### config.mk
export PLATFORM = sky130hd
export DESIGN_NAME = uuencode_line_encoder_top
export DESIGN_NICKNAME = d
export VERILOG_FILES = /design/src/hdl/uule_pkg.sv /design/src/hdl/uule_front.sv /design/src/hdl/uule_queue.sv /design/src/hdl/uule_back.sv /design/src/hdl/uuencode_line_encoder_top.sv
export SDC_FILE = /design/constraint.sdc
export NUM_CORES = 1
export LEC_CHECK = 0
export BUFFER_PORTS_ARGS = -buffer_cell sky130_fd_sc_hd__buf_2
export CORE_AREA = 2 2 184 186
export CTS_CLUSTER_SIZE = 10
export DETAILED_ROUTE_END_ITERATION = 6
export DIE_AREA = 0 0 186 188
export SYNTH_ARGS = -nofsm -noshare
export SYNTH_HDL_FRONTEND = slang
export SYNTH_SLANG_ARGS = --single-unit
export TNS_END_PERCENT = 20
### constraint.sdc
create_clock -name i_clk -period 12.7 [get_ports i_clk]
set_clock_uncertainty 0.1 [all_clocks]
set_input_delay 1.27 -clock i_clk [delete_from_list [all_inputs] [get_ports i_clk]]
set_output_delay 1.27 -clock i_clk [all_outputs]
set_load 0.01 [all_outputs]
### src/hdl/uule_pkg.sv
// ----------------------------------------------------------------------------
// uule_pkg
// Shared types, constants and helpers for the uuencode line encoder.
// ----------------------------------------------------------------------------
`default_nettype none

package uule_pkg;

    localparam int LEN_W       = 17;
    localparam int CNT_W       = 6;
    localparam int CHAR_W      = 7;
    localparam int SUM_W       = 32;
    localparam int MAX_RESULTS = 3;
    localparam int RES_CNT_W   = 2;
    localparam int QUEUE_DEPTH = 2;

    localparam logic [LEN_W-1:0]  MAX_IMAGE_BYTES   = LEN_W'(65536);
    localparam logic [CNT_W-1:0]  LINE_BYTES_RESET  = CNT_W'(45);
    localparam logic [CHAR_W-1:0] CHAR_SPACE        = CHAR_W'(32);
    localparam logic [CHAR_W-1:0] CHAR_NEWLINE      = CHAR_W'(10);

    // x/3 for x < 64 is (x*43) >> 7
    localparam int RECIP3       = 43;
    localparam int RECIP3_SHIFT = 7;

    typedef enum logic [1:0] {
        PH_FIRST  = 2'd0,
        PH_SECOND = 2'd1,
        PH_THIRD  = 2'd2
    } t_phase;

    typedef struct packed {
        logic [MAX_RESULTS-1:0][CHAR_W-1:0] chars;
        logic [RES_CNT_W-1:0]               count;
        logic                               done;
        logic [SUM_W-1:0]                   checksum;
    } t_bundle;

    // Bytes of a line that fall into complete groups of three
    function automatic logic [CNT_W-1:0] full_len(input logic [CNT_W-1:0] len);
        logic [CNT_W+RECIP3_SHIFT-1:0] prod;
        logic [CNT_W-1:0]              quot;
        prod = (CNT_W+RECIP3_SHIFT)'(len) * (CNT_W+RECIP3_SHIFT)'(RECIP3);
        quot = prod[CNT_W+RECIP3_SHIFT-1:RECIP3_SHIFT];
        return CNT_W'({quot, 1'b0} + {1'b0, quot});
    endfunction

endpackage

`default_nettype wire

### src/hdl/uule_front.sv
// ----------------------------------------------------------------------------
// uule_front
// Accepts image bytes, tracks line and group position, and builds the
// bundle of characters each byte produces.
// ----------------------------------------------------------------------------
`default_nettype none

module uule_front (
    input  wire                          i_clk,
    input  wire                          i_rst_n,
    input  wire  [uule_pkg::CNT_W-1:0]   i_line_bytes,
    input  wire                          i_accept,
    input  wire  [7:0]                   i_data_byte,
    input  wire                          i_first_byte,
    input  wire  [uule_pkg::LEN_W-1:0]   i_image_len,
    output logic                         o_push_req,
    output uule_pkg::t_bundle            o_bundle
);
    import uule_pkg::*;

    logic [LEN_W-1:0] r_bytes_left, n_bytes_left;
    logic [CNT_W-1:0] r_line_len,   n_line_len;
    logic [CNT_W-1:0] r_line_full,  n_line_full;
    logic [CNT_W-1:0] r_line_pos,   n_line_pos;
    t_phase           r_phase,      n_phase;
    logic [7:0]       r_held_first, n_held_first;
    logic [7:0]       r_held_second, n_held_second;
    logic [SUM_W-1:0] r_sum,        n_sum;

    logic [LEN_W-1:0]     v_len;
    logic [CNT_W-1:0]     v_lim;
    logic [CNT_W-1:0]     v_ll;
    logic [RES_CNT_W-1:0] v_k;
    logic                 v_skip;
    t_bundle              v_bnd;

    always_comb begin
        n_bytes_left  = r_bytes_left;
        n_line_len    = r_line_len;
        n_line_full   = r_line_full;
        n_line_pos    = r_line_pos;
        n_phase       = r_phase;
        n_held_first  = r_held_first;
        n_held_second = r_held_second;
        n_sum         = r_sum;
        v_bnd         = '0;
        v_k           = '0;
        v_skip        = 1'b0;
        v_len         = (i_image_len > MAX_IMAGE_BYTES) ? MAX_IMAGE_BYTES : i_image_len;
        v_lim         = (i_line_bytes == '0) ? CNT_W'(1) : i_line_bytes;
        v_ll          = '0;

        if (i_first_byte) begin
            n_sum        = '0;
            n_line_pos   = '0;
            n_phase      = PH_FIRST;
            n_bytes_left = v_len;
            if (v_len == '0) begin
                n_line_len      = '0;
                v_bnd.chars[0]  = CHAR_SPACE;
                v_bnd.chars[1]  = CHAR_NEWLINE;
                v_k             = RES_CNT_W'(2);
                v_bnd.done      = 1'b1;
                v_skip          = 1'b1;
            end
        end

        if (!v_skip && n_bytes_left != '0) begin
            if (n_line_pos == '0) begin
                v_ll = (n_bytes_left < LEN_W'(v_lim)) ? n_bytes_left[CNT_W-1:0] : v_lim;
                n_line_len     = v_ll;
                n_line_full    = full_len(v_ll);
                n_phase        = PH_FIRST;
                v_bnd.chars[v_k] = CHAR_SPACE + CHAR_W'(v_ll);
                v_k            = v_k + 1'b1;
            end

            if (n_line_pos < n_line_full) begin
                unique case (n_phase)
                    PH_FIRST: begin
                        n_held_first     = i_data_byte;
                        v_bnd.chars[v_k] = CHAR_SPACE + CHAR_W'(i_data_byte[7:2]);
                        v_k              = v_k + 1'b1;
                        n_phase          = PH_SECOND;
                    end
                    PH_SECOND: begin
                        n_held_second    = i_data_byte;
                        v_bnd.chars[v_k] = CHAR_SPACE
                                         + CHAR_W'({r_held_first[1:0], i_data_byte[7:4]});
                        v_k              = v_k + 1'b1;
                        n_phase          = PH_THIRD;
                    end
                    PH_THIRD: begin
                        v_bnd.chars[v_k] = CHAR_SPACE
                                         + CHAR_W'({r_held_second[3:0], i_data_byte[7:6]});
                        v_k              = v_k + 1'b1;
                        v_bnd.chars[v_k] = CHAR_SPACE + CHAR_W'(i_data_byte[5:0]);
                        v_k              = v_k + 1'b1;
                        n_sum            = n_sum + SUM_W'(r_held_first)
                                         + SUM_W'(r_held_second) + SUM_W'(i_data_byte);
                        n_phase          = PH_FIRST;
                    end
                    default: begin
                        n_phase = PH_FIRST;
                    end
                endcase
            end

            n_line_pos   = n_line_pos + 1'b1;
            n_bytes_left = n_bytes_left - 1'b1;
            if (n_line_pos >= n_line_len) begin
                n_line_pos       = '0;
                n_phase          = PH_FIRST;
                v_bnd.chars[v_k] = CHAR_NEWLINE;
                v_k              = v_k + 1'b1;
                v_bnd.done       = (n_bytes_left == '0);
            end
        end

        v_bnd.count    = v_k;
        v_bnd.checksum = n_sum;
    end

    assign o_bundle   = v_bnd;
    assign o_push_req = (v_k != '0);

    always_ff @(posedge i_clk) begin
        if (!i_rst_n) begin
            r_bytes_left  <= '0;
            r_line_len    <= '0;
            r_line_full   <= '0;
            r_line_pos    <= '0;
            r_phase       <= PH_FIRST;
            r_held_first  <= '0;
            r_held_second <= '0;
            r_sum         <= '0;
        end else if (i_accept) begin
            r_bytes_left  <= n_bytes_left;
            r_line_len    <= n_line_len;
            r_line_full   <= n_line_full;
            r_line_pos    <= n_line_pos;
            r_phase       <= n_phase;
            r_held_first  <= n_held_first;
            r_held_second <= n_held_second;
            r_sum         <= n_sum;
        end
    end

endmodule

`default_nettype wire

### src/hdl/uule_queue.sv
// ----------------------------------------------------------------------------
// uule_queue
// Short register queue of character bundles between front and back.
// ----------------------------------------------------------------------------
`default_nettype none

module uule_queue (
    input  wire                     i_clk,
    input  wire                     i_rst_n,
    input  wire                     i_push,
    input  wire uule_pkg::t_bundle  i_bundle,
    input  wire                     i_pop,
    output logic                    o_full,
    output logic                    o_nonempty,
    output uule_pkg::t_bundle       o_head
);
    import uule_pkg::*;

    localparam int PTR_W   = (QUEUE_DEPTH > 1) ? $clog2(QUEUE_DEPTH) : 1;
    localparam int COUNT_W = $clog2(QUEUE_DEPTH + 1);

    t_bundle            r_mem [QUEUE_DEPTH];
    logic [PTR_W-1:0]   r_wptr, r_rptr;
    logic [COUNT_W-1:0] r_count;

    assign o_full     = (r_count == COUNT_W'(QUEUE_DEPTH));
    assign o_nonempty = (r_count != '0);
    assign o_head     = r_mem[r_rptr];

    always_ff @(posedge i_clk) begin
        if (i_push) begin
            r_mem[r_wptr] <= i_bundle;
        end
    end

    always_ff @(posedge i_clk) begin
        if (!i_rst_n) begin
            r_wptr  <= '0;
            r_rptr  <= '0;
            r_count <= '0;
        end else begin
            if (i_push) begin
                r_wptr <= (r_wptr == PTR_W'(QUEUE_DEPTH - 1)) ? '0 : r_wptr + 1'b1;
            end
            if (i_pop) begin
                r_rptr <= (r_rptr == PTR_W'(QUEUE_DEPTH - 1)) ? '0 : r_rptr + 1'b1;
            end
            if (i_push && !i_pop) begin
                r_count <= r_count + 1'b1;
            end else if (i_pop && !i_push) begin
                r_count <= r_count - 1'b1;
            end
        end
    end

endmodule

`default_nettype wire

### src/hdl/uule_back.sv
// ----------------------------------------------------------------------------
// uule_back
// Serializes queued bundles into one output character per cycle while
// the output is not stalled, through an output register.
// ----------------------------------------------------------------------------
`default_nettype none

module uule_back (
    input  wire                            i_clk,
    input  wire                            i_rst_n,
    input  wire                            i_head_valid,
    input  wire uule_pkg::t_bundle         i_head,
    output logic                           o_pop,
    output logic                           o_out_valid,
    input  wire                            i_out_stall,
    output logic [uule_pkg::CHAR_W-1:0]    o_out_char,
    output logic                           o_last_of_run,
    output logic                           o_image_done,
    output logic [uule_pkg::SUM_W-1:0]     o_checksum
);
    import uule_pkg::*;

    logic [RES_CNT_W-1:0] r_idx;
    logic                 r_valid;
    logic [CHAR_W-1:0]    r_char;
    logic                 r_last;
    logic                 r_done;
    logic [SUM_W-1:0]     r_sum;

    logic load;
    logic is_last;

    assign load    = i_head_valid && (!r_valid || !i_out_stall);
    assign is_last = (r_idx == i_head.count - 1'b1);
    assign o_pop   = load && is_last;

    always_ff @(posedge i_clk) begin
        if (!i_rst_n) begin
            r_valid <= 1'b0;
            r_idx   <= '0;
        end else if (load) begin
            r_valid <= 1'b1;
            r_idx   <= is_last ? '0 : r_idx + 1'b1;
        end else if (!i_out_stall) begin
            r_valid <= 1'b0;
        end
    end

    always_ff @(posedge i_clk) begin
        if (load) begin
            r_char <= i_head.chars[r_idx];
            r_last <= is_last;
            r_done <= is_last && i_head.done;
            r_sum  <= i_head.checksum;
        end
    end

    assign o_out_valid   = r_valid;
    assign o_out_char    = r_char;
    assign o_last_of_run = r_last;
    assign o_image_done  = r_done;
    assign o_checksum    = r_sum;

endmodule

`default_nettype wire

### src/hdl/uuencode_line_encoder_top.sv
// ----------------------------------------------------------------------------
// uuencode_line_encoder_top
// Streams image bytes into uuencoded text lines with a running checksum.
// ----------------------------------------------------------------------------
// Each accepted byte yields zero to three characters (line length header,
// data characters, newline); they leave one per cycle on the output port
// while it is not stalled. A byte is taken every cycle while the two-entry
// bundle queue between the front and the output serializer has room. An
// accepted byte's characters pass a queue entry, then the output register.
// The user writes line_bytes through i_cfg_we / i_cfg_wdata only while
// idle; the block itself does not enforce this.
`default_nettype none

module uuencode_line_encoder_top (
    input  wire                          i_clk,
    input  wire                          i_rst_n,
    input  wire                          i_cfg_we,
    input  wire  [uule_pkg::CNT_W-1:0]   i_cfg_wdata,
    input  wire                          i_in_valid,
    output logic                         o_in_stall,
    input  wire  [7:0]                   i_data_byte,
    input  wire                          i_first_byte,
    input  wire  [uule_pkg::LEN_W-1:0]   i_image_len,
    output logic                         o_out_valid,
    input  wire                          i_out_stall,
    output logic [uule_pkg::CHAR_W-1:0]  o_out_char,
    output logic                         o_last_of_run,
    output logic                         o_image_done,
    output logic [uule_pkg::SUM_W-1:0]   o_checksum
);
    import uule_pkg::*;

    logic [CNT_W-1:0] r_line_bytes;
    logic             accept;
    logic             push_req;
    logic             q_full;
    logic             q_nonempty;
    logic             pop;
    t_bundle          front_bundle;
    t_bundle          head;

    always_ff @(posedge i_clk) begin
        if (!i_rst_n) begin
            r_line_bytes <= LINE_BYTES_RESET;
        end else if (i_cfg_we) begin
            r_line_bytes <= i_cfg_wdata;
        end
    end

    assign o_in_stall = q_full;
    assign accept     = i_in_valid && !q_full;

    uule_front u_front (
        .i_clk        (i_clk),
        .i_rst_n      (i_rst_n),
        .i_line_bytes (r_line_bytes),
        .i_accept     (accept),
        .i_data_byte  (i_data_byte),
        .i_first_byte (i_first_byte),
        .i_image_len  (i_image_len),
        .o_push_req   (push_req),
        .o_bundle     (front_bundle)
    );

    uule_queue u_queue (
        .i_clk      (i_clk),
        .i_rst_n    (i_rst_n),
        .i_push     (accept && push_req),
        .i_bundle   (front_bundle),
        .i_pop      (pop),
        .o_full     (q_full),
        .o_nonempty (q_nonempty),
        .o_head     (head)
    );

    uule_back u_back (
        .i_clk         (i_clk),
        .i_rst_n       (i_rst_n),
        .i_head_valid  (q_nonempty),
        .i_head        (head),
        .o_pop         (pop),
        .o_out_valid   (o_out_valid),
        .i_out_stall   (i_out_stall),
        .o_out_char    (o_out_char),
        .o_last_of_run (o_last_of_run),
        .o_image_done  (o_image_done),
        .o_checksum    (o_checksum)
    );

endmodule

`default_nettype wire
**Word-level counts from Yosys, hierarchy flattened**

Memory sizes are Yosys's and may differ from the RTL's. A register that Yosys moved wholly into a read port is not among the register bits.
Index checks and enable logic that the tools add are counted.

- Register bits after elaboration: 139
- RAM bits: 112
- Memories: 1
- Input bits: 37
- Output and inout port bits: 43

Memories:

| name | depth | width | read ports | clocked after Yosys merged registers in | write ports | line | RTL |
|---|---|---|---|---|---|---|---|
| u_queue.r_mem | 2 | 56 | 1 | 1 | 1 | uule_queue.sv:22 | `t_bundle r_mem [QUEUE_DEPTH];` |

- Add/sub/neg operators: 21
- $lt $le $gt $ge: 13
- $mul: 1
- Multiplexer cells: 74
- Reduce and logical (&&, ||, !) cells: 32
- Bitwise gates (word level): 3
- Eq/ne operators: 5

Operator list:

| operator | count |
|---|---|
| 32-bit two-way mux | 4 |
| 21-bit two-way mux | 6 |
| 21-bit bitwise mux | 5 |
| 32-bit by 8-bit adder with 32-bit output | 3 |
| 6-bit two-way mux | 12 |
| 21-bit case mux with 3 select lines | 1 |
| 7-bit demux with 2-bit select | 4 |
| 17-bit two-way mux | 3 |
| 6-bit by 6-bit adder with 7-bit output, first input constant | 5 |
| 7-bit two-way mux | 5 |
| 17-bit zero test | 2 |
| 2-bit two-way mux | 17 |
| 17-bit greater-than comparator, second input constant | 1 |
| 17-bit by 6-bit less-than comparator with 1-bit output | 1 |
| 17-bit nonzero test | 1 |
| 17-bit by 1-bit subtractor with 17-bit output, second input constant | 1 |
| 15-bit bitwise AND | 1 |
| 2-bit by 3-bit less-than comparator with 1-bit output, second input constant | 5 |
| 15-bit NOT | 1 |
| 7-bit binary-select mux with 2-bit select | 1 |
| 14-bit two-way mux | 1 |
| 2-bit by 1-bit adder with 2-bit output, second input constant | 6 |
| 1-bit logical AND | 12 |
| 6-bit zero test | 2 |
| 23 further kinds | 49 |

**Longest topological paths before layout**

Gate-level depths: netlist of run 1.

- Depth after elaboration: 22
- Depth in mapped cells: 48
- Depth with buffers taken out: 48

**By module**

From an unflattened synthesis of run 1, not the netlist that was laid out.

- Cells, all modules: 1450
- Area total of the unflattened synthesis: 14555.2 µm²

Modules (own cells, without submodules):

| module | times used | area an instance (µm²) | sequential area each (µm²) | cells each |
|---|---|---|---|---|
| uule_front | 1 | 8479.4 | 1701.6 | 1145 |
| uule_queue | 1 | 4272.8 | 3463.3 | 196 |
| uule_back | 1 | 1571.5 | 1291.2 | 88 |
| uuencode_line_encoder_top | 1 | 231.5 | 120.1 | 21 |

**Worst setup path before layout of run 1**

OpenSTA, ideal clock, no wires.

- Path type: input to register
- Start: input i_image_len[4] (netlist name)
- End: memory u_queue.r_mem[0][0] (netlist name), enable pin
- Buffers on the path: 2
- Stages on the path: 42
- Path slack: -0.909 ns
- Library setup time: 0.470 ns
- Arrival time: 13.039 ns
- Required time: 12.130 ns
- Cell sequence: nor4_1 > nand4_1 > o31ai_1 > clkbuf_1 > a31o_2 > ha_1 > a21oi_1 > nand2_1 > a211oi_2 > nand2_1 > nand2_1 > a21boi_0 > inv_1 > ha_1 > inv_1 > fa_1 > fa_1 > inv_1 > (+6 left out) > xnor2_1 > ha_1 > a31o_2 > a311o_1 > and3_1 > ha_1 > and3_1 > nand3_1 > nor2_1 > a222oi_1 > a211o_1 > nand2_1 > clkbuf_1 > a21boi_0 > ha_1 > o311ai_2 > a221oi_4 > nor2_1

RTL lines:

| element | line | RTL |
|---|---|---|
| start: declaration | uuencode_line_encoder_top.sv:23 | `input wire [uule_pkg::LEN_W-1:0] i_image_len,` |
| end: declaration | uule_queue.sv:22 |  |

==> results of run 1 <==
[cells by family (layout without fill, tap and decap cells)]
family	Yosys count	count (layout)	synth area share
fa+ha+maj	88	88	0.0849
flops	252	252	0.446
xor+xnor	57	57	0.0339
mux	91	91	0.0712
simple gates	481	481	0.161
compound gates	359	359	0.164
buf+inv	144	229	0.0385
[registers in the layout, indices dropped and copies added (netlist names), 2 cells and up, named ones only]
register               flops
u_queue.r_mem            112
u_queue.r_count            2
u_front.r_line_len         6
u_front.r_sum             32
u_front.r_held_second      8
u_front.r_held_first       8
u_back.o_out_char          7
u_back.r_idx               2
u_front.r_phase            2
u_front.r_line_full        6
u_front.r_bytes_left      17
r_line_bytes               6
u_front.r_line_pos         6
u_back.o_checksum         32
[final timing paths]
path	endpoint	slack, ps	cells after the start	from
max	u_queue.r_count[1]	780	46	i_image_len[4]
max reg2reg	u_queue.r_count[1]	2010	42	u_front.r_bytes_left[5]
min reg2reg	u_front.r_sum[8]	350	2	u_front.r_sum[8]
min	u_front.r_sum[8]	350	2	u_front.r_sum[8]
[power by group through the flow]
stage	Clock, µW	Combinational (µW)	Sequential [µW]
after floorplan	0	1400	1370
after global placement	0	1920	1350
after detailed placement	0	1960	1350
after CTS	815	1960	1340
after global routing	847	2190	1360
final	793	1970	1330
[cell usage after synthesis, types with 8 or more instances]
| cell type | count | area share |
|---|---|---|
| edfxtp_1 | 153 | 0.31 |
| nor2_1 | 144 | 0.037 |
| nand2_1 | 110 | 0.028 |
| dfxtp_1 | 99 | 0.13 |
| a21oi_1 | 84 | 0.029 |
| o21ai_0 | 73 | 0.025 |
| ha_1 | 68 | 0.058 |
| clkbuf_1 | 64 | 0.016 |
| inv_1 | 59 | 0.015 |
| nand3_1 | 45 | 0.015 |
| mux2i_1 | 44 | 0.030 |
| mux2_2 | 40 | 0.031 |
| xnor2_1 | 39 | 0.023 |
| nor2b_1 | 37 | 0.016 |
| a31oi_1 | 32 | 0.014 |
| a22oi_1 | 27 | 0.014 |
| and3_1 | 26 | 0.011 |
| nor3_1 | 26 | 0.0088 |
| fa_1 | 20 | 0.027 |
| or3_1 | 20 | 0.0085 |
| xor2_1 | 18 | 0.011 |
| o22ai_1 | 17 | 0.0072 |
| nand2b_1 | 12 | 0.0051 |
| and2_1 | 11 | 0.0047 |
| a21o_1 | 10 | 0.0051 |
| nand4_1 | 10 | 0.0042 |
| nor4_1 | 9 | 0.0038 |
| a21boi_0 | 8 | 0.0041 |
| buf_2 | 8 | 0.0027 |
| o21a_1 | 8 | 0.0041 |
[what timing repair did]
| action | 4_1_cts | 5_1_grt |
|---|---|---|
| setup endpoints to repair | 0 | 114 |
| hold buffers | 0 | 0 |
| gates resized for setup | 0 | 2 |
| setup buffers | 0 | 1 |
[stage by stage]
stage / instances / total power [µW] / instance area (µm²) / setup WS (ps)
after global routing: 2005 / 4400 / 16600 / 39.0
after global placement: 1946 / 3270 / 15600 / 285
after detailed placement: 1946 / 3310 / 15600 / -60.3
final: 2005 / 4100 / 16600 / 776
after CTS: 2004 / 4120 / 16500 / 493
after floorplan: 1472 / 2760 / 14700 / -909
[layer usage]
layer  global-route usage  up-vias  share of wire
li1                     -     5550              -
met4               0.0633        0          0.025
met2                0.351      358           0.47
met1                0.291     5436           0.45
met3               0.0247       66          0.053
met5                    0        -              0
[area by class of cell]
cell class,instances,area [µm²]
timing repair buffer,108,653
inverter,63,241
sequential,252,6580
tap,448,561
clock buffer,53,868
fill,3008,16500
multi-input combinational,1076,7620
clock inverter,5,51.3
[tightest hold or removal path, cell delays in order (launching register included)]
cell and delay, ps:
dfxtp_1 300, nand2_1 50, a21oi_1 50
==> reports/metrics.csv, run 1 <==
metric,value,unit
outcome,completed,
port_buffers,79,
synth_nets,1597,
p_switching,1610,µW
ctsHtreeMaxLevel,1,
synthArstFlopShare,0,
cts_buffers,31,
ys_warn_count,0,
synth-seq-cells,252,
rows,67,
clock_path_buffers,3,
gr-usage-all-layers,0.212,
cp_top_family,compound AO/OA/AOI/OAI gates,
grt_max_degree,80,
path_buf_inv,8,
cpMaxStageDelayCell,fa_1,
fin_tns_setup,0,ps
worst_slew_pin_slew,1040,ps
final_core_utilization,0.500,
die_x,186,µm
area_growth,12.5,%
critPathArrivalTime,12300,ps
max-slew-margin-rel,0.304,
cap_violations,0,
dr.pass1.iters,7,
vias,11400,
dp.final_hpwl,26.1,mm
viasPerCell,5.69,
die_y,188,µm
rsz0062_at_grt,false,
layout.nets,1657,
intPower,2490,µW
hold_viol,0,
syn_area,0.0147,mm²
pwr-share-clk,0.194,
drt_iter0_drc,824,
final_antenna_net_count,0,
grt_pass1_wl,59.7,mm
crit_path_max_incr_delay,540,ps
switching_share,0.392,
leakage,0.00641,µW
slew_violations,0,
overflow,0,
syn_area_per_cell,10.0,µm²
pwr-share-seq,0.326,
hold_slack,352,ps
period_minus_slack,11920,ps
finalCritPeriodShare,0.939,
netlist_instances,1472,
clock_sinks,252,
pwr_density_cell,247,mW/mm²
antenna_found_initial,0,
cts_tree,built,
final_common_cell,edfxtp_1,
cp_max_fo,15,
drive_above_1_share,0.148,
seq_area_frac_synth,0.446,
hold_path.class,flip-flop to flip-flop,
core-area,0.0331,mm²
die_area,0.0350,mm²
start_util,0.445,
mostFrequentLayoutCells,"edfxtp_1 (153), nor2_1 (142), nand2_1 (109)",
cpMostUsedCell,ha_1,
p_comb_frac,0.481,
synth-main-ff-cell,edfxtp_1,
gp_congestion,0.901,
totalWireLength,37.0,mm
clock_latency,560,ps
root_buffer,clkbuf_16,
wl_per_cell,18.4,µm
cp-end-kind,flip-flop,
path_clk_slew,60,ps
clock.fmax,83.9,MHz
cp_data_required_time,13080,ps
grt_pass1_vias,11100,
synth_edf_count,153,
setup_viol,0,
synth_cell_type_count,91,
num_antenna_cells,0,
critPathKind,primary input to flip-flop,
vdd_drop_max,0.000148,V
io_pins,80,
drc,0,
worst_setup_path_start_kind,primary input,
Note: power is estimated with default switching activity, not from simulation.
==> inputs of run 2 (changes only) <==
ABC_AREA = 1   (was not set)
CORE_AREA = 2 2 186 188   (was 2 2 184 186)
DIE_AREA = 0 0 188 190   (was 0 0 186 188)
==> run 2 against run 1 <==
Compared with the run above:
- non-clock buffer count shrank 14
- worst hold slack gained 15 ps
- cell count grew 20%
- global-route usage shrank 0.49 points
- core utilization shrank 0.92 points
- critical path depth grew 17
- synthesized area grew 1.4%
- via count grew 8.2%
- wire length grew 0.49%
- clock-buffer cell count grew 1
- power grew 1.8%
- die area grew 2.2%
==> reports/metrics.csv, run 2 <==
metric,value,unit,change
area_growth,11.6,%,
mostFrequentLayoutCells,"nand2_1 (404), inv_1 (266), nor2_1 (201)",,
viasPerCell,5.15,,-9.5%
clock_path_buffers,3,,unchanged
outcome,completed,,
critPathArrivalTime,10850,ps,-1450 ps
p_switching,1760,µW,+9.6%
largest_reg_flops,112,,unchanged
slew_violations,0,,unchanged
critPathKind,primary input to flip-flop,,
final_antenna_net_count,0,,unchanged
num_antenna_cells,0,,unchanged
synth_cell_type_count,58,,-36%
hold_viol,0,,unchanged
drc,0,,unchanged
setup_viol,0,,unchanged
cts_buffers,31,,unchanged
path_clk_slew,60,ps,about the same
cpMaxStageDelayCell,fa_1,,
pwr_density_cell,250,mW/mm²,+1.2%
synthArstFlopShare,0,,unchanged
post_cts_buffers,0,,unchanged
gr-usage-all-layers,0.207,,-0.00493
ys_warn_count,0,,unchanged
worst_setup_path_start_kind,primary input,,
cap_violations,0,,unchanged
pwr-share-seq,0.335,,+0.009
antenna_found_initial,0,,unchanged
rows,68,,+1.5%
syn_area,0.0149,mm²,+1.4%
netlist_instances,1860,,+26%
clock_sinks,252,,unchanged
synth_edf_count,153,,unchanged
rsz0062_at_grt,false,,
syn_area_per_cell,8.03,µm²,-20%
dp.final_hpwl,27.0,mm,+3.5%
grt_pass1_wl,60.0,mm,+0.59%
die_area,0.0357,mm²,+2.2%
leakage,0.00754,µW,+18%
cts_resized,0,,unchanged
wl_per_cell,15.5,µm,-16%
cp_top_family,simple AND/OR/NAND/NOR gates,,
drt_iter0_drc,723,,-12%
drive_above_1_share,0.0973,,-0.0510
synth-main-ff-cell,edfxtp_1,,
finalCritPeriodShare,0.843,,-0.0960
synth_nets,1985,,+24%
totalWireLength,37.1,mm,+0.49%
cts_tree,built,,
fin_tns_setup,0,ps,unchanged
synth_top_area_share,0.307,,-0.00439
synth_top_cells_by_area,"edfxtp_1 (31%), dfxtp_1 (13%), nand2_1 (10%)",,
period_minus_slack,10700,ps,-1220 ps
port_buffers,79,,unchanged
die_y,190,µm,+1.1%
ctsHtreeMaxLevel,1,,unchanged
vias,12300,,+8.2%
final_common_cell,nand2_1,,
regMostFlops,u_queue.r_mem,,
synth_top_area_cell,edfxtp_1,,
pwr-share-clk,0.198,,+0.004
dr.pass1.iters,6,,-1
p_comb_frac,0.467,,-0.014
synth-seq-cells,252,,unchanged
cp_data_required_time,12840,ps,-240 ps
grt_pass1_vias,11700,,+4.7%
yosysMostFrequentCell,nand2_1,,
postCtsHoldBufs,0,,unchanged
cp-end-kind,flip-flop,,
vdd_drop_max,0.000165,V,+11%
hold_path.class,flip-flop to flip-flop,,
cp_max_fo,26,,+11
crit_path_max_incr_delay,550,ps,about the same
cpMostUsedCell,nand2_1,,
path_buf_inv,12,,+4
die_x,188,µm,+1.1%
clock_latency,570,ps,about the same
ys_top_cells_by_count,"nand2_1 (404), inv_1 (268), nor2_1 (203), edfxtp_1 (153), o21ai_0 (134)",,
fillers,3272,,+8.8%
switching_share,0.422,,+0.0297
max-slew-margin-rel,0.413,,+0.109
core-area,0.0339,mm²,+2.5%
layout.nets,2042,,+23%
io_pins,80,,unchanged
overflow,0,,unchanged
gp_congestion,0.935,,+3.7%
grt_max_degree,69,,-14%
power.total,4170,µW,+1.8%
clock.fmax,93.4,MHz,+11%
worst_slew_pin_slew,873,ps,-164 ps
start_util,0.440,,-0.00475
seq_area_frac_synth,0.440,,-0.00628
root_buffer,clkbuf_16,,
intPower,2410,µW,-3.1%
## run 2: cell count changes after synthesis, moves of 28 or more
cell	delta
xnor2_1	-29
nand2_1	+294
mux2i_1	-40
a21oi_1	+37
nor2_1	+59
mux2_2	-40
inv_1	+209
a31oi_1	-28
o21ai_0	+61
nor2b_1	-37
## run 2: final timing paths
| kind | startpoint | end | slack (ps) | cells after the start |
|---|---|---|---|---|
| max | i_image_len[13] | u_queue.r_mem[1][22] | 2000 | 63 |
| min reg2reg | u_front.r_bytes_left[15] | u_front.r_bytes_left[15] | 370 | 2 |
| max reg2reg | u_front.r_bytes_left[2] | u_queue.r_mem[1][22] | 3310 | 55 |
| min | u_front.r_bytes_left[15] | u_front.r_bytes_left[15] | 370 | 2 |
## run 2: layout make-up
type	count	area, µm²	area share
tap	455	569	0.0341
sequential	252	6580	0.394
multi-input combinational	1260	7020	0.421
inverter	278	1040	0.0626
clock buffer	54	923	0.0554
timing repair buffer	94	508	0.0305
clock inverter	4	38.8	0.00233
## run 2: worst register-to-register path, delay by kind of cell, from the launching register on
| family | cells | cell delay [ps] |
|---|---|---|
| flops | 1 | 320 |
| fa+ha+maj | 8 | 2790 |
| buf+inv | 11 | 1570 |
| simple gates | 27 | 2560 |
| xor+xnor | 1 | 170 |
| compound gates | 8 | 1570 |
## run 2: logic make-up after synthesis
| kind of cell | share of synthesized area |
|---|---|
| AO/OA/AOI/OAI | 0.143 |
| XOR/XNOR | 0.0287 |
| adder cells (fa/ha/maj) | 0.0837 |
| buffers and inverters | 0.0918 |
| flip-flops | 0.440 |
| multiplexers | 0.00268 |
| AND/OR/NAND/NOR | 0.210 |
## run 2: power by group through the flow
stage          Combinational, µW  Sequential, µW  Clock [µW]
2_1_floorplan               1410            1440           0
3_3_place_gp                1920            1410           0
3_5_place_dp                1950            1410           0
4_1_cts                     1960            1400         846
5_1_grt                     2230            1420         875
6_report                    1950            1400         827
## run 2: routing by layer
metal  part of all wire  wire length, µm  track usage  up-vias
met5                  0                0            0        -
met4              0.030             1120       0.0642        0
li1                   -                -            -     6260
met1               0.46            17000        0.276     5694
met3              0.047             1760       0.0214       66
met2               0.47            17300        0.356      323
## run 2: per-stage QoR
step,setup WS (ps),cell area [µm²],cells,util,hold WS (ps)
2_1_floorplan,817,14900,1860,-,323
3_3_place_gp,1680,15700,2339,0.463,337
3_5_place_dp,1400,15700,2339,0.463,359
4_1_cts,1960,16700,2397,0.491,369
5_1_grt,827,16700,2397,0.491,387
6_report,2000,16700,2397,0.491,367
